<file path="config.mk">
export PLATFORM = sky130hd
export DESIGN_NAME = reader_writer_lock_table_unit_flat
export DESIGN_NICKNAME = d
export VERILOG_FILES = /design/src/rwlt_pkg.sv /design/src/rwlt_if.sv /design/src/rwlt_slot_mem.sv /design/src/reader_writer_lock_table_unit.sv /design/src/flat_wrapper.sv
export SDC_FILE = /design/constraint.sdc
export NUM_CORES = 1
export LEC_CHECK = 0
export ABC_AREA = 1
export BUFFER_PORTS_ARGS = -buffer_cell sky130_fd_sc_hd__buf_2
export CAP_MARGIN = 10
export CORE_UTILIZATION = 40
export DETAILED_ROUTE_END_ITERATION = 6
export PLACE_DENSITY = 0.61
export SYNTH_ARGS = -nofsm -noshare
export SYNTH_HDL_FRONTEND = slang
export SYNTH_SLANG_ARGS = --single-unit
</file>
<file path="constraint.sdc">
create_clock -name clock -period 3.3 [get_ports clock]
set_input_delay 0.66 -clock clock [delete_from_list [all_inputs] [get_ports clock]]
set_output_delay 0.66 -clock clock [all_outputs]
set_load 0.01 [all_outputs]
</file>
<file path="src/rwlt_pkg.sv">
// rwlt_pkg: operation codes and fixed field widths of the reader/writer lock table
// no dependencies

package rwlt_pkg;

   localparam int OP_W    = 3;
   localparam int OWNER_W = 16;
   localparam int COUNT_W = 5;

   typedef enum logic [OP_W-1:0] {
      OP_TRY_WRITE     = 3'd0,
      OP_TRY_READ      = 3'd1,
      OP_RELEASE_WRITE = 3'd2,
      OP_RELEASE_READ  = 3'd3,
      OP_RELEASE_BOTH  = 3'd4,
      OP_QUERY_WRITE   = 3'd5,
      OP_QUERY_READ    = 3'd6
   } op_type;

endpackage

</file>
<file path="src/rwlt_if.sv">
// rwlt_req_if and rwlt_rsp_if: valid/ready channels of the lock table
// depends on rwlt_pkg for the field widths

interface rwlt_req_if import rwlt_pkg::*; ();
   logic               valid;
   logic               ready;
   logic [OP_W-1:0]    operation;
   logic [OWNER_W-1:0] owner;

   modport source (output valid, output operation, output owner, input ready);
   modport sink   (input valid, input operation, input owner, output ready);
endinterface

interface rwlt_rsp_if import rwlt_pkg::*; ();
   logic               valid;
   logic               ready;
   logic               answer;
   logic               table_full;
   logic [COUNT_W-1:0] reader_count;

   modport source (output valid, output answer, output table_full, output reader_count,
                   input ready);
   modport sink   (input valid, input answer, input table_full, input reader_count,
                   output ready);
endinterface

</file>
<file path="src/rwlt_slot_mem.sv">
// rwlt_slot_mem: reader slot owner store, one write and one read port,
// registered read data; no package dependency

module rwlt_slot_mem #(
   parameter int DEPTH = 16,
   parameter int WIDTH = 16
) (
   input  logic                     clock,
   input  logic                     rd_en,
   input  logic [$clog2(DEPTH)-1:0] rd_addr,
   output logic [WIDTH-1:0]         rd_data,
   input  logic                     wr_en,
   input  logic [$clog2(DEPTH)-1:0] wr_addr,
   input  logic [WIDTH-1:0]         wr_data
);

   logic [WIDTH-1:0] mem_ff [DEPTH];
   logic [WIDTH-1:0] rd_data_ff;

   always_ff @(posedge clock) begin
      if (wr_en) begin
         mem_ff[wr_addr] <= wr_data;
      end
      if (rd_en) begin
         rd_data_ff <= mem_ff[rd_addr];
      end
   end

   assign rd_data = rd_data_ff;

endmodule

</file>
<file path="src/reader_writer_lock_table_unit.sv">
// reader_writer_lock_table_unit: owner-tracking reader/writer lock, built on rwlt_slot_mem
// writer ops, refused reads and code 7 answer in the cycle after the accepting beat;
// try_read scans from slot 0 up to the lowest free slot; release_read, release_both and
// query_read (when no writer holds the lock) scan every slot through the one read port
// one item at a time, the next beat can be taken in the same cycle as the response beat; reset
// clears the writer and all slot valid bits at once, the owner memory needs no clearing pass

module reader_writer_lock_table_unit import rwlt_pkg::*; #(
   parameter int READER_SLOTS = 16,
   parameter int OWNER_BITS   = 16
) (
   input  logic        clock,
   input  logic        reset,
   rwlt_req_if.sink    req_chan,
   rwlt_rsp_if.source  rsp_chan
);

   localparam int IDX_W = $clog2(READER_SLOTS);
   localparam int CNT_W = $clog2(READER_SLOTS + 1);

   typedef enum logic [2:0] {
      ST_IDLE = 3'b001,
      ST_SCAN = 3'b010,
      ST_DONE = 3'b100
   } state_type;

   state_type               state_ff, state_in;
   op_type                  op_ff, op_in;
   logic [OWNER_BITS-1:0]   who_ff, who_in;
   logic [IDX_W-1:0]        chk_ff, chk_in;
   logic                    hit_ff, hit_in;
   logic [OWNER_BITS-1:0]   writer_ff, writer_in;
   logic [READER_SLOTS-1:0] valid_ff, valid_in;
   logic [CNT_W-1:0]        count_ff, count_in;
   logic                    rsp_valid_ff, rsp_valid_in;
   logic                    rsp_answer_ff, rsp_answer_in;
   logic                    rsp_full_ff, rsp_full_in;
   logic [COUNT_W-1:0]      rsp_count_ff, rsp_count_in;

   logic                    rd_en, wr_en;
   logic [IDX_W-1:0]        rd_addr;
   logic [OWNER_BITS-1:0]   rd_data;
   logic                    out_free, accept, last, slot_hit, slot_free;
   logic [OWNER_BITS-1:0]   req_who;
   op_type                  req_op;

   rwlt_slot_mem #(
      .DEPTH (READER_SLOTS),
      .WIDTH (OWNER_BITS)
   ) u_slot_mem (
      .clock   (clock),
      .rd_en   (rd_en),
      .rd_addr (rd_addr),
      .rd_data (rd_data),
      .wr_en   (wr_en),
      .wr_addr (chk_ff),
      .wr_data (who_ff)
   );

   assign out_free         = !rsp_valid_ff || rsp_chan.ready;
   assign req_chan.ready   = (state_ff == ST_IDLE) && out_free;
   assign accept           = req_chan.valid && req_chan.ready;
   assign req_who          = OWNER_BITS'(req_chan.owner);
   assign req_op           = op_type'(req_chan.operation);
   assign last             = (chk_ff == IDX_W'(READER_SLOTS - 1));
   assign slot_free        = !valid_ff[chk_ff];
   assign slot_hit         = valid_ff[chk_ff] && (rd_data == who_ff);

   always_comb begin
      state_in      = state_ff;
      op_in         = op_ff;
      who_in        = who_ff;
      chk_in        = chk_ff;
      hit_in        = hit_ff;
      writer_in     = writer_ff;
      valid_in      = valid_ff;
      count_in      = count_ff;
      rsp_valid_in  = rsp_valid_ff;
      rsp_answer_in = rsp_answer_ff;
      rsp_full_in   = rsp_full_ff;
      rsp_count_in  = rsp_count_ff;
      rd_en         = 1'b0;
      rd_addr       = '0;
      wr_en         = 1'b0;

      if (rsp_valid_ff && rsp_chan.ready) begin
         rsp_valid_in = 1'b0;
      end

      case (state_ff)
         ST_IDLE: begin
            if (accept) begin
               op_in         = req_op;
               who_in        = req_who;
               rsp_answer_in = 1'b0;
               rsp_full_in   = 1'b0;
               rsp_count_in  = COUNT_W'(count_ff);
               case (req_op)
                  OP_TRY_WRITE: begin
                     if ((count_ff == '0) && (writer_ff == '0)) begin
                        writer_in = req_who;
                     end
                     rsp_answer_in = (writer_in == req_who);
                     rsp_valid_in  = 1'b1;
                  end
                  OP_TRY_READ: begin
                     if (writer_ff != '0) begin
                        rsp_valid_in = 1'b1;
                     end else if (count_ff == CNT_W'(READER_SLOTS)) begin
                        rsp_full_in  = 1'b1;
                        rsp_valid_in = 1'b1;
                     end else begin
                        state_in = ST_SCAN;
                     end
                  end
                  OP_RELEASE_WRITE: begin
                     if (writer_ff == req_who) begin
                        writer_in = '0;
                     end
                     rsp_valid_in = 1'b1;
                  end
                  OP_RELEASE_READ: begin
                     state_in = ST_SCAN;
                  end
                  OP_RELEASE_BOTH: begin
                     // writer release does not depend on the reader scan
                     if (writer_ff == req_who) begin
                        writer_in = '0;
                     end
                     state_in = ST_SCAN;
                  end
                  OP_QUERY_WRITE: begin
                     rsp_answer_in = (writer_ff == req_who);
                     rsp_valid_in  = 1'b1;
                  end
                  OP_QUERY_READ: begin
                     if (writer_ff != '0) begin
                        rsp_valid_in = 1'b1;
                     end else begin
                        state_in = ST_SCAN;
                     end
                  end
                  default: begin
                     rsp_valid_in = 1'b1;
                  end
               endcase
               if (state_in == ST_SCAN) begin
                  chk_in  = '0;
                  hit_in  = 1'b0;
                  rd_en   = 1'b1;
                  rd_addr = '0;
               end
            end
         end
         ST_SCAN: begin
            if (op_ff == OP_TRY_READ) begin
               // lowest free slot takes the new reader
               if (slot_free) begin
                  wr_en            = 1'b1;
                  valid_in[chk_ff] = 1'b1;
                  count_in         = CNT_W'(count_ff + 1'b1);
                  hit_in           = 1'b1;
                  state_in         = ST_DONE;
               end else if (last) begin
                  state_in = ST_DONE;
               end else begin
                  chk_in  = IDX_W'(chk_ff + 1'b1);
                  rd_en   = 1'b1;
                  rd_addr = IDX_W'(chk_ff + 1'b1);
               end
            end else begin
               if (slot_hit) begin
                  if (op_ff == OP_QUERY_READ) begin
                     hit_in = 1'b1;
                  end else begin
                     valid_in[chk_ff] = 1'b0;
                     count_in         = CNT_W'(count_ff - 1'b1);
                  end
               end
               if (last) begin
                  state_in = ST_DONE;
               end else begin
                  chk_in  = IDX_W'(chk_ff + 1'b1);
                  rd_en   = 1'b1;
                  rd_addr = IDX_W'(chk_ff + 1'b1);
               end
            end
         end
         ST_DONE: begin
            if (out_free) begin
               rsp_valid_in  = 1'b1;
               rsp_answer_in = hit_ff;
               rsp_full_in   = 1'b0;
               rsp_count_in  = COUNT_W'(count_ff);
               state_in      = ST_IDLE;
            end
         end
         default: begin
            state_in = ST_IDLE;
         end
      endcase
   end

   always_ff @(posedge clock) begin
      if (reset) begin
         state_ff     <= ST_IDLE;
         writer_ff    <= '0;
         valid_ff     <= '0;
         count_ff     <= '0;
         rsp_valid_ff <= 1'b0;
      end else begin
         state_ff     <= state_in;
         writer_ff    <= writer_in;
         valid_ff     <= valid_in;
         count_ff     <= count_in;
         rsp_valid_ff <= rsp_valid_in;
      end
   end

   always_ff @(posedge clock) begin
      op_ff         <= op_in;
      who_ff        <= who_in;
      chk_ff        <= chk_in;
      hit_ff        <= hit_in;
      rsp_answer_ff <= rsp_answer_in;
      rsp_full_ff   <= rsp_full_in;
      rsp_count_ff  <= rsp_count_in;
   end

   assign rsp_chan.valid        = rsp_valid_ff;
   assign rsp_chan.answer       = rsp_answer_ff;
   assign rsp_chan.table_full   = rsp_full_ff;
   assign rsp_chan.reader_count = rsp_count_ff;

endmodule

</file>
<file path="src/flat_wrapper.sv">
// flat-port wrapper written by rule: the top's interface ports become plain ports
module reader_writer_lock_table_unit_flat import rwlt_pkg::*;
#(
   parameter int READER_SLOTS = 16,
   parameter int OWNER_BITS   = 16
)
  (clock, reset, req_chan_valid, req_chan_operation, req_chan_owner, req_chan_ready, rsp_chan_valid, rsp_chan_answer, rsp_chan_table_full, rsp_chan_reader_count, rsp_chan_ready);
  rwlt_req_if req_chan_i ();
  rwlt_rsp_if rsp_chan_i ();
  input  logic clock;
  input  logic reset;
  input wire logic [$bits(req_chan_i.valid)-1:0] req_chan_valid;
  input wire logic [$bits(req_chan_i.operation)-1:0] req_chan_operation;
  input wire logic [$bits(req_chan_i.owner)-1:0] req_chan_owner;
  output wire logic [$bits(req_chan_i.ready)-1:0] req_chan_ready;
  output wire logic [$bits(rsp_chan_i.valid)-1:0] rsp_chan_valid;
  output wire logic [$bits(rsp_chan_i.answer)-1:0] rsp_chan_answer;
  output wire logic [$bits(rsp_chan_i.table_full)-1:0] rsp_chan_table_full;
  output wire logic [$bits(rsp_chan_i.reader_count)-1:0] rsp_chan_reader_count;
  input wire logic [$bits(rsp_chan_i.ready)-1:0] rsp_chan_ready;
  assign req_chan_i.valid = req_chan_valid;
  assign req_chan_i.operation = req_chan_operation;
  assign req_chan_i.owner = req_chan_owner;
  assign req_chan_ready = req_chan_i.ready;
  assign rsp_chan_valid = rsp_chan_i.valid;
  assign rsp_chan_answer = rsp_chan_i.answer;
  assign rsp_chan_table_full = rsp_chan_i.table_full;
  assign rsp_chan_reader_count = rsp_chan_i.reader_count;
  assign rsp_chan_i.ready = rsp_chan_ready;
  reader_writer_lock_table_unit #(.READER_SLOTS(READER_SLOTS), .OWNER_BITS(OWNER_BITS)) u_core (.clock(clock), .reset(reset), .req_chan(req_chan_i), .rsp_chan(rsp_chan_i));
endmodule
</file>
==> results_tabular.tex, run 1 <==
\begin{tabular}{lr}
\hline
Metric & Value \\
\hline
\multicolumn{2}{l}{\textbf{Status}} \\
Result of the run & finished, final reports clean \\
\multicolumn{2}{l}{\textbf{Final layout}} \\
Signed area change from the synthesized netlist to the final layout & 13.3\% \\
Total non-filler cell area in the finished layout & approximately 17000 µm² \\
Most common cell after layout, fill and taps aside & sky130\_fd\_sc\_hd\_\_nand3\_1 \\
Filler cell count in the final layout & 3413 \\
\# diodes & 0 \\
Most frequent cells in the layout & sky130\_fd\_sc\_hd\_\_nand3\_1 (344), sky130\_fd\_sc\_hd\_\_nand2\_1 (333), sky130\_fd\_sc\_hd\_\_edfxtp\_1 (303) \\
Layout Nets & 1506 \\
Fraction of final layout cells sized beyond drive strength 1 & 11.9\% \\
\multicolumn{2}{l}{\textbf{Floorplan}} \\
Starting utilization of the core area & 41.0\% \\
Die height & 197 µm \\
Number of I/O pins & 32 \\
Floorplan Core Area & 37000 µm² \\
Die Area & roughly 39000 µm² \\
Die X-Extent & 197 µm \\
Site Rows & 70 \\
\multicolumn{2}{l}{\textbf{Placement}} \\
Sum of net half-perimeters after detailed placement & 21800 µm \\
Routability congestion estimate & roughly 0.83 \\
Port bufs & 31 \\
Placement-stage cell area & 16000 µm² \\
\multicolumn{2}{l}{\textbf{Synth}} \\
Flip-flop and latch count after synthesis & $\sim$340 \\
Distinct cell type count of the synthesized netlist & 37 \\
Number of flops mapped to enable cells by yosys & 303 \\
Share of async-settable or async-resettable flops after synthesis & 0\% \\
Sequential area share after synthesis & around two thirds \\
Cell area after synthesis & 15200 µm² \\
Most frequently used flop master after synthesis & sky130\_fd\_sc\_hd\_\_edfxtp\_1 \\
Post-Synthesis Net Count & 1458 \\
Post-synth top area share & 60.0\% \\
Number of instances in the synthesized netlist & 1426 \\
Average size of a mapped cell & $\sim$11 µm² \\
Top cells by area, synth & sky130\_fd\_sc\_hd\_\_edfxtp\_1 (60\%), sky130\_fd\_sc\_hd\_\_nand3\_1 (11\%), sky130\_fd\_sc\_hd\_\_nand2\_1 (8.2\%) \\
Synthesis warning total & 0 \\
Cell type contributing the most total cell area after synthesis & sky130\_fd\_sc\_hd\_\_edfxtp\_1 \\
\multicolumn{2}{l}{\textbf{Critical path}} \\
Reg2Reg Setup Slack & 0.38 ns \\
Worst R2R End & u\_core.u\_slot\_mem.rd\_data[2] \\
FF-to-FF Start & u\_core.chk\_ff[1] \\
Endpoint kind of the worst setup timing path & register \\
Required time worst endpoint & 3.56 ns \\
Worst reg-to-reg path cell count & 13 \\
Critical path arrival & 3.18 ns \\
Category of the worst setup path launch point & register \\
Crit path kind & register to register \\
Worst-path fanout max & 29 \\
\multicolumn{2}{l}{\textbf{GRT}} \\
Total grt overflow & 0 \\
Via count of the first global-routing pass & 10200 \\
GRT Resource Usage Total & 20.1\% \\
Global-route wire length before repair & 59700 µm \\
Maximum number of pins on one net before global-route repair & 110 \\
Antenna violations before repair & 0 \\
\multicolumn{2}{l}{\textbf{Pwr}} \\
Tot Pwr & 10.6 mW \\
Combinational share of power & 14.3\% \\
Power per unit of standard cell area & 619 nW/µm² \\
Relative contribution of the clock network to total power & between 30\% and 40\% \\
Internal power & 7.79 mW \\
Static Leakage & about 6.3 nW \\
Worst supply voltage drop on vdd & 0.482 mV \\
Switching Fraction & 26.8\% \\
Relative contribution of sequential cells to total power & 49.7\% \\
Total net switching power & 2.85 mW \\
\multicolumn{2}{l}{\textbf{Timing}} \\
Final setup violation count & 0 \\
Unrepaired setup endpoints after global routing & no \\
Post-Route Setup TNS & 0 ns \\
Slew Viols, Final & 0 \\
Peak clock frequency supported by timing & 342 MHz \\
Final worst-path cycle share & 88.5\% \\
Number of hold violations in the final report & 0 \\
Maximum clock skew at final layout & 0.0152 ns \\
Pin slew with the least headroom to its limit & approximately 0.7 ns \\
Min cycle time layout & 2.92 ns \\
Max-slew headroom at the worst pin & between 50\% and 60\% \\
\multicolumn{2}{l}{\textbf{Hold path}} \\
Worst Hold Path EP & u\_core.op\_ff[1] \\
Path class of the lowest-slack min-delay path & input pin to register \\
Hold wc startpoint & req\_chan\_operation[1] \\
Number of stages on the worst hold path & 1 \\
\multicolumn{2}{l}{\textbf{CTS}} \\
Clock transition at the register clock pins on the worst setup and hold paths after CTS & roughly 0.060 ns \\
CTS H-Tree Depth & 2 \\
Clock sink count & 344 \\
Total CTS buffers & 37 \\
Library cell used as clock root buffer & sky130\_fd\_sc\_hd\_\_clkbuf\_16 \\
Deepest clock path buffer count & 3 \\
Clk Latency, worst-skew pair & 0.52 ns \\
CTS tree & built \\
\multicolumn{2}{l}{\textbf{Run}} \\
Count of maximum capacitance violations & 0 \\
\multicolumn{2}{l}{\textbf{Route}} \\
Number of nets with antenna violations after routing & 0 \\
Count of routing violations after the opening detailed-route iteration & between 1000 and 1500 \\
Routed length per instance & 19.0 µm \\
First-pass iteration count of the detailed router & 5 \\
Total wirelength of the detailed-routed design & roughly 38000 µm \\
Routed via count & approximately 11000 \\
Drt via density & $\sim$5.3 \\
\# DRC & 0 \\
\hline
\end{tabular}
[metrics by stage]
stage / util (%) / cells / setup slack (ns) / hold WS (ns)
after global routing: 46.5 / 2004 / 0.0697 / 0.368
after global placement: 43.4 / 1937 / 0.258 / 0.455
after detailed placement: 43.4 / 1937 / 0.275 / 0.458
after CTS: 46.4 / 2002 / 0.266 / 0.363
final: 46.5 / 2004 / 0.380 / 0.376
after floorplan: - / 1426 / 0.0575 / 0.439
[worst max-delay path, stage by stage, from the launching register on]
cell and delay [ns]:
sky130_fd_sc_hd__edfxtp_1 0.53, sky130_fd_sc_hd__ha_1 0.34, sky130_fd_sc_hd__inv_1 0.13, sky130_fd_sc_hd__nor2_1 0.22, sky130_fd_sc_hd__inv_2 0.12, sky130_fd_sc_hd__nand2_1 0.20, sky130_fd_sc_hd__inv_2 0.06, sky130_fd_sc_hd__nand3_2 0.33
sky130_fd_sc_hd__buf_12 0.27, sky130_fd_sc_hd__nand3_1 0.10, sky130_fd_sc_hd__nand3_1 0.10, sky130_fd_sc_hd__nand2_1 0.10, sky130_fd_sc_hd__nand2_1 0.11, sky130_fd_sc_hd__nand2_1 0.06
[per-layer routing]
| layer | routed length, µm | GRT usage (%) | vias to the layer above |
|---|---|---|---|
| met1 | 17100 | 28.9 | 5212 |
| met5 | 0 | 0 | - |
| met4 | 720 | 5.43 | 0 |
| li1 | - | - | 5077 |
| met3 | 2220 | 2.53 | 53 |
| met2 | 18100 | 32.0 | 332 |
[what timing repair did]
action,CTS,global route
setup buffers,0,2
hold buffers,0,0
resized for setup,0,1
setup endpoints to repair,0,1
[state kept, by name, summed over array words and instances (netlist names), 3 cells and up, named ones only]
signal / flops
u_core.u_slot_mem.rd_data: 16
u_core.u_slot_mem.mem_ff: 256
u_core.rsp_chan.reader_count: 5
u_core.state_ff: 3
u_core.writer_ff: 16
u_core.op_ff: 3
u_core.count_ff: 5
u_core.who_ff: 16
u_core.chk_ff: 4
[synthesized netlist by cell type (all sizes together) (19+ instances only)]
library cell  number
nor2              72
nand4             21
o21ai             30
a21oi             33
nor3              19
inv               80
edfxtp           303
nand2            338
nand3            346
dfxtp             41
xnor2             24
buf               64
[area by class of cell]
type | instances | area, µm² | share of cell area [%]
sequential | 344 | 9920 | 57.7
multi-input combinational | 923 | 4530 | 26.4
clock buffer | 48 | 988 | 5.75
timing repair buffer | 88 | 691 | 4.02
tap | 504 | 631 | 3.67
inverter | 80 | 303 | 1.76
clock inverter | 17 | 120 | 0.699
[cell families (layout without fill, tap and decap cells)]
family / count (synthesis) / in the layout / share of synthesized area (%)
XOR/XNOR: 29 / 29 / 1.67
AO/OA/AOI/OAI: 66 / 66 / 2.29
buffers and inverters: 159 / 233 / 5.15
AND/OR/NAND/NOR: 819 / 819 / 24.7
flip-flops: 344 / 344 / 65.4
adder cells (fa/ha/maj): 9 / 9 / 0.792
[how the worst max path moves through the flow]
stage                                 from                              to  slack, ns  cells after the start
after floorplan           u_core.chk_ff[0]  u_core.u_slot_mem.mem_ff[4][0]       0.06                     14
after global placement    u_core.chk_ff[1]    u_core.u_slot_mem.rd_data[5]       0.26                     15
after detailed placement  u_core.chk_ff[1]    u_core.u_slot_mem.rd_data[5]       0.28                     15
after CTS                 u_core.chk_ff[1]    u_core.u_slot_mem.rd_data[2]       0.27                     15
after global routing      u_core.chk_ff[1]    u_core.u_slot_mem.rd_data[5]       0.07                     15
final                     u_core.chk_ff[1]    u_core.u_slot_mem.rd_data[2]       0.38                     13
[power groups by stage]
stage / logic, mW / registers, mW / clock network (mW)
6_report: 1.52 / 5.29 / 3.83
3_3_place_gp: 1.49 / 5.37 / 0
3_5_place_dp: 1.51 / 5.37 / 0
5_1_grt: 1.69 / 5.31 / 4.06
2_1_floorplan: 0.878 / 5.44 / 0
4_1_cts: 1.52 / 5.29 / 3.89
(Power assumes the default switching activity.)
==> run 2: changes to the inputs <==
PLACE_DENSITY = 0.59   (was 0.61)
clock period = 3.2 ns   (was 3.3 ns; I/O delays follow)
==> run 2 against run 1 <==
Critical path depth rose by 1; critical path type unchanged; cell count barely moved; global-route usage rose by 0.10 points; largest cell class unchanged; flip-flop and latch count did not move; clock power rose by 14%.
==> results_tabular.tex, run 2 (synthesized netlist as in run 1, its figures left out) <==
\begin{tabular}{lr}
\hline
Metric & Value \\
\hline
\multicolumn{2}{l}{\textbf{Status}} \\
Result of the run & finished, final reports clean \\
\multicolumn{2}{l}{\textbf{Critical path}} \\
Worst-path fanout max & 74 (+160\%) \\
CP peak stage delay & 0.50 ns (-0.03 ns) \\
Crit path kind & register to register \\
Cell family contributing the most delay on the critical path & simple AND/OR/NAND/NOR gates \\
Worst-path cell chain & ha\_1, inv\_1, nor2\_1, inv\_2, ha\_1, inv\_1, nor2\_4, buf\_6, nand3\_1, nand3\_1, nand3\_1, nand2\_1, nand2\_1, nand2\_1 \\
Buf/Inv on CP & 4 (unchanged) \\
Category of the worst setup path launch point & register \\
Critical path arrival & 3.28 ns (+0.10 ns) \\
Required time worst endpoint & 3.58 ns (+0.02 ns) \\
Critical path's slowest cell & sky130\_fd\_sc\_hd\_\_buf\_6 \\
Endpoint kind of the worst setup timing path & register \\
\multicolumn{2}{l}{\textbf{GRT}} \\
Total grt overflow & 0 (unchanged) \\
Antenna violations before repair & 0 (unchanged) \\
Global-route wire length before repair & 59800 µm (+0.30\%) \\
GRT Resource Usage Total & 20.2\% (+0.10 points) \\
Via count of the first global-routing pass & 10500 (+3.4\%) \\
Maximum number of pins on one net before global-route repair & 129 (+17\%) \\
\multicolumn{2}{l}{\textbf{Timing}} \\
Peak clock frequency supported by timing & 346 MHz (+0.91\%) \\
Min cycle time layout & 2.89 ns (-0.0262 ns) \\
Max-slew headroom at the worst pin & 47.8\% (-5.6 points) \\
Final setup violation count & 0 (unchanged) \\
Pin slew with the least headroom to its limit & 0.784 ns (+0.0835 ns) \\
Slew Viols, Final & 0 (unchanged) \\
Post-Route Setup TNS & 0 ns (unchanged) \\
Hold Worst Slack & 0.358 ns (-0.0179 ns) \\
Min setup slack post-route & 0.306 ns (-0.0738 ns) \\
Final worst-path cycle share & 90.4\% (+1.9 points) \\
Maximum clock skew at final layout & 0.0190 ns (+0.00380 ns) \\
Unrepaired setup endpoints after global routing & no \\
Number of hold violations in the final report & 0 (unchanged) \\
\multicolumn{2}{l}{\textbf{Placement}} \\
Port bufs & 31 (unchanged) \\
Sum of net half-perimeters after detailed placement & 22600 µm (+3.7\%) \\
Routability congestion estimate & 0.866 (+3.9\%) \\
Pre-CTS setup slack & 0.137 ns (-0.139 ns) \\
Placement-stage cell area & 16100 µm² (+0.19\%) \\
\# placed instances & 1936 (-0.052\%) \\
\multicolumn{2}{l}{\textbf{CTS}} \\
Deepest clock path buffer count & 3 (unchanged) \\
CTS H-Tree Depth & 2 (unchanged) \\
Library cell used as clock root buffer & sky130\_fd\_sc\_hd\_\_clkbuf\_16 \\
CTS tree & built \\
Post-CTS setup buffers & 0 (unchanged) \\
Total CTS buffers & 38 (+2.7\%) \\
Clk Latency, worst-skew pair & 0.52 ns (about the same) \\
Clock sink count & 344 (unchanged) \\
Clock transition at the register clock pins on the worst setup and hold paths after CTS & 0.06 ns (about the same) \\
\multicolumn{2}{l}{\textbf{Route}} \\
Routed length per instance & 19.2 µm (+0.93\%) \\
\# DRC & 0 (unchanged) \\
Routed via count & 10700 (+0.075\%) \\
First-pass iteration count of the detailed router & 5 (unchanged) \\
Drt via density & 5.33 (+0.12\%) \\
Count of routing violations after the opening detailed-route iteration & 917 (-14\%) \\
Number of nets with antenna violations after routing & 0 (unchanged) \\
Total wirelength of the detailed-routed design & 38500 µm (+0.88\%) \\
\multicolumn{2}{l}{\textbf{Final layout}} \\
\# diodes & 0 (unchanged) \\
Fin cells & 2003 (-0.050\%) \\
Most frequent cells in the layout & sky130\_fd\_sc\_hd\_\_nand3\_1 (344), sky130\_fd\_sc\_hd\_\_nand2\_1 (333), sky130\_fd\_sc\_hd\_\_edfxtp\_1 (303) \\
Max FFs per register & 256 (unchanged) \\
Largest register by flop count & u\_core.u\_slot\_mem.mem\_ff \\
Most common cell after layout, fill and taps aside & sky130\_fd\_sc\_hd\_\_nand3\_1 \\
Layout Nets & 1504 (-0.13\%) \\
Fraction of final layout cells sized beyond drive strength 1 & 12.1\% (+0.27 points) \\
Total non-filler cell area in the finished layout & 17300 µm² (+0.76\%) \\
Filler cell count in the final layout & 3472 (+1.7\%) \\
Signed area change from the synthesized netlist to the final layout & 14.2\% \\
\multicolumn{2}{l}{\textbf{Pwr}} \\
Static Leakage & 6.38 nW (+0.93\%) \\
Worst supply voltage drop on vdd & 0.390 mV (-19\%) \\
Power per unit of standard cell area & 658 nW/µm² (+6.3\%) \\
\multicolumn{2}{l}{\textbf{Floorplan}} \\
Die height & 197 µm (unchanged) \\
Starting utilization of the core area & 41.0\% (unchanged) \\
Number of I/O pins & 32 (unchanged) \\
Die X-Extent & 197 µm (unchanged) \\
Floorplan Core Area & 37000 µm² (unchanged) \\
Die Area & 38700 µm² (unchanged) \\
Site Rows & 70 (unchanged) \\
\multicolumn{2}{l}{\textbf{Hold path}} \\
Path class of the lowest-slack min-delay path & input pin to register \\
\multicolumn{2}{l}{\textbf{Run}} \\
Count of maximum capacitance violations & 0 (unchanged) \\
\hline
\end{tabular}
-- run 2: changes by cell type in the layout (fill, tap and decap cells not counted), sizes merged --
cell and delta:
bufinv +4, clkinvlp +1, buf -3, inv +1
clkinv -4
-- run 2: report_power, final --
part	internal, mW	total (mW)	leakage, nW	switching (mW)
logic	0.458	1.52	2.70	1.06
clock network	2.66	4.37	0.603	1.71
registers	5.30	5.51	3.08	0.202
total	8.42	11.4	6.38	2.98
-- run 2: final timing paths --
check	cells after the start	slack [ns]	endpoint	from
setup / recovery	14	0.31	u_core.u_slot_mem.rd_data[0]	u_core.chk_ff[0]
hold / removal	1	0.36	u_core.who_ff[9]	req_chan_owner[9]
setup reg to reg	14	0.31	u_core.u_slot_mem.rd_data[0]	u_core.chk_ff[0]
hold reg to reg	2	0.49	u_core.writer_ff[2]	u_core.writer_ff[2]
-- run 2: final cells by class --
class,count,area (µm²),area share [%]
tap,504,631,3.64
sequential,344,9920,57.3
timing repair buffer,85,689,3.98
inverter,80,303,1.75
clock buffer,48,1020,5.89
multi-input combinational,923,4530,26.2
clock inverter,19,221,1.28
-- run 2: through the flow --
stage / power (mW) / utilization, %
4_1_cts: 11.5 / 46.8
6_report: 11.4 / 46.8
5_1_grt: 11.8 / 46.8
2_1_floorplan: 6.52 / -
3_5_place_dp: 7.11 / 43.5
3_3_place_gp: 7.09 / 43.5
-- run 2: timing repair --
| item | CTS | global route |
|---|---|---|
| resized for setup | 0 | 1 |
| hold buffers | 0 | 0 |
| endpoints found under the setup margin | 0 | 10 |
| hold endpoints to repair | 0 | 0 |
-- run 2: per-layer routing --
metal | global-route usage (%) | wire length, µm | up-vias
met5 | 0 | 0 | -
met1 | 27.9 | 17300 | 5200
met2 | 32.4 | 17800 | 331
li1 | - | - | 5074
met3 | 3.06 | 2250 | 77
met4 | 6.89 | 1080 | 0
==> run 3: changes to the inputs <==
CTS_BUF_LIST = sky130_fd_sc_hd__clkbuf_8   (was default)
==> run 3 against run 2 <==
Fmax increased by 0.35%; critical path depth is the same; flip-flop and latch count did not move; design area decreased by 1.7%; non-clock buffer count is the same; critical path type unchanged; largest power group unchanged.
==> results_tabular.tex, run 3 (synthesized netlist as in run 1, its figures left out) <==
\begin{tabular}{lr}
\hline
Metric & Value \\
\hline
\multicolumn{2}{l}{\textbf{Status}} \\
Result of the run & finished, final reports clean \\
\multicolumn{2}{l}{\textbf{Route}} \\
First-pass iteration count of the detailed router & 5 (unchanged) \\
\# DRC & 0 (unchanged) \\
Count of routing violations after the opening detailed-route iteration & 985 (+7.4\%) \\
Number of nets with antenna violations after routing & 0 (unchanged) \\
Total wirelength of the detailed-routed design & 38800 µm (+0.78\%) \\
Drt via density & 5.29 (-0.79\%) \\
Routed length per instance & 19.0 µm (-0.90\%) \\
Routed via count & 10800 (+0.89\%) \\
\multicolumn{2}{l}{\textbf{Timing}} \\
Final worst-path cycle share & 90.1\% (-0.31 points) \\
Pin slew with the least headroom to its limit & 0.784 ns (+0.000153 ns) \\
Number of hold violations in the final report & 0 (unchanged) \\
Min setup slack post-route & 0.316 ns (+0.0100 ns) \\
Maximum clock skew at final layout & 0.0319 ns (+0.0130 ns) \\
Slew Viols, Final & 0 (unchanged) \\
Max-slew headroom at the worst pin & 47.8\% (about the same) \\
Min cycle time layout & 2.88 ns (-0.0100 ns) \\
Final setup violation count & 0 (unchanged) \\
Unrepaired setup endpoints after global routing & no \\
Peak clock frequency supported by timing & 347 MHz (+0.35\%) \\
Hold Worst Slack & 0.289 ns (-0.0694 ns) \\
\multicolumn{2}{l}{\textbf{Run}} \\
Count of maximum capacitance violations & 0 (unchanged) \\
\multicolumn{2}{l}{\textbf{Pwr}} \\
Static Leakage & 6.36 nW (-0.35\%) \\
Power per unit of standard cell area & 607 nW/µm² (-7.7\%) \\
Worst supply voltage drop on vdd & 0.401 mV (+2.7\%) \\
\multicolumn{2}{l}{\textbf{Critical path}} \\
Endpoint kind of the worst setup timing path & register \\
Category of the worst setup path launch point & register \\
Crit path kind & register to register \\
Required time worst endpoint & 3.64 ns (+0.06 ns) \\
Worst-path fanout max & 74 (unchanged) \\
Critical path arrival & 3.33 ns (+0.05 ns) \\
\multicolumn{2}{l}{\textbf{Floorplan}} \\
Number of I/O pins & 32 (unchanged) \\
Starting utilization of the core area & 41.0\% (unchanged) \\
Die Area & 38700 µm² (unchanged) \\
Floorplan Core Area & 37000 µm² (unchanged) \\
Die X-Extent & 197 µm (unchanged) \\
Site Rows & 70 (unchanged) \\
Die height & 197 µm (unchanged) \\
\multicolumn{2}{l}{\textbf{Final layout}} \\
Final standard cell utilization of the core & 46.1\% (-0.78 points) \\
Signed area change from the synthesized netlist to the final layout & 12.3\% \\
\# diodes & 0 (unchanged) \\
Filler cell count in the final layout & 3545 (+2.1\%) \\
Total non-filler cell area in the finished layout & 17000 µm² (-1.7\%) \\
Fin cells & 2037 (+1.7\%) \\
Layout Nets & 1522 (+1.2\%) \\
Largest register by flop count & u\_core.u\_slot\_mem.mem\_ff \\
Fraction of final layout cells sized beyond drive strength 1 & 12.3\% (+0.19 points) \\
Most frequent cells in the layout & sky130\_fd\_sc\_hd\_\_nand3\_1 (344), sky130\_fd\_sc\_hd\_\_nand2\_1 (333), sky130\_fd\_sc\_hd\_\_edfxtp\_1 (303) \\
Max FFs per register & 256 (unchanged) \\
Most common cell after layout, fill and taps aside & sky130\_fd\_sc\_hd\_\_nand3\_1 \\
\multicolumn{2}{l}{\textbf{CTS}} \\
Deepest clock path buffer count & 3 (unchanged) \\
CTS H-Tree Depth & 2 (unchanged) \\
Clock sink count & 344 (unchanged) \\
Clk Latency, worst-skew pair & 0.59 ns (+0.07 ns) \\
Library cell used as clock root buffer & sky130\_fd\_sc\_hd\_\_clkbuf\_8 \\
Count of hold buffers inserted by post-cts repair & 0 (unchanged) \\
Clock transition at the register clock pins on the worst setup and hold paths after CTS & 0.06 ns (about the same) \\
Total CTS buffers & 56 (+47\%) \\
CTS tree & built \\
\multicolumn{2}{l}{\textbf{GRT}} \\
Total grt overflow & 0 (unchanged) \\
Maximum number of pins on one net before global-route repair & 129 (unchanged) \\
Global-route wire length before repair & 60000 µm (+0.31\%) \\
Antenna violations before repair & 0 (unchanged) \\
GRT Resource Usage Total & 20.2\% (+0.054 points) \\
Via count of the first global-routing pass & 10600 (+1.0\%) \\
\multicolumn{2}{l}{\textbf{Placement}} \\
Placement-stage cell area & 16100 µm² (unchanged) \\
Sum of net half-perimeters after detailed placement & 22600 µm (unchanged) \\
Port bufs & 31 (unchanged) \\
Pre-CTS setup slack & 0.137 ns (unchanged) \\
Routability congestion estimate & 0.866 (unchanged) \\
\# placed instances & 1936 (unchanged) \\
\multicolumn{2}{l}{\textbf{Hold path}} \\
Path class of the lowest-slack min-delay path & input pin to register \\
\hline
\end{tabular}
run 3: cell types whose count changed in the layout (fill, tap and decap cells not counted), sizes merged:
| cell | delta |
|---|---|
| clkinvlp | -1 |
| clkbuf | +8 |
| inv | +25 |
| bufinv | -5 |
| clkinv | +7 |
run 3: final timing paths:
| path | start | cells after the start | slack, ns | to |
|---|---|---|---|---|
| max | u_core.chk_ff[0] | 14 | 0.32 | u_core.u_slot_mem.rd_data[12] |
| min reg2reg | u_core.writer_ff[2] | 2 | 0.49 | u_core.writer_ff[2] |
| min | req_chan_owner[9] | 1 | 0.29 | u_core.who_ff[9] |
| max reg2reg | u_core.chk_ff[0] | 14 | 0.32 | u_core.u_slot_mem.rd_data[12] |
run 3: metal layers:
| layer | GRT usage (%) | part of all wire [%] | vias up |
|---|---|---|---|
| li1 | - | - | 5112 |
| met1 | 28.0 | 45 | 5255 |
| met2 | 32.4 | 47 | 346 |
| met3 | 3.18 | 6.3 | 64 |
| met4 | 6.92 | 2.1 | 0 |
| met5 | 0 | 0 | - |
run 3: cell type report:
cell class	count	area, µm²	share of cell area (%)
Clock buffer	56	771	4.53
Tap cell	504	631	3.70
Multi-Input combinational cell	923	4530	26.6
Inverter	80	303	1.78
Sequential cell	344	9920	58.3
Clock inverter	45	184	1.08
Timing Repair Buffer	85	689	4.05
run 3: repair_timing:
item	CTS	global route
resized for setup	0	1
buffers inserted	0	0
setup endpoints to repair	0	10
run 3: metrics by stage:
stage / power (mW) / setup TNS (ns)
4_1_cts: 10.4 / 0
6_report: 10.3 / 0
3_5_place_dp: 7.11 / 0
3_3_place_gp: 7.09 / 0
5_1_grt: 10.8 / 0
2_1_floorplan: 6.52 / -5.44
run 3: critical path, stage by stage, from the launching register on:
cell	delay (ns)
sky130_fd_sc_hd__edfxtp_1	0.47
sky130_fd_sc_hd__ha_1	0.32
sky130_fd_sc_hd__inv_1	0.15
sky130_fd_sc_hd__nor2_1	0.10
sky130_fd_sc_hd__inv_2	0.13
sky130_fd_sc_hd__ha_1	0.18
sky130_fd_sc_hd__inv_1	0.07
sky130_fd_sc_hd__nor2_4	0.19
sky130_fd_sc_hd__buf_6	0.50
sky130_fd_sc_hd__nand3_1	0.16
sky130_fd_sc_hd__nand3_1	0.12
sky130_fd_sc_hd__nand3_1	0.08
sky130_fd_sc_hd__nand2_1	0.11
sky130_fd_sc_hd__nand2_1	0.06
sky130_fd_sc_hd__nand2_1	0.08
run 3: where the power goes:
part,switching (mW),internal (mW)
sequential,0.200,5.31
clock,1.69,1.62
combinational,1.07,0.458
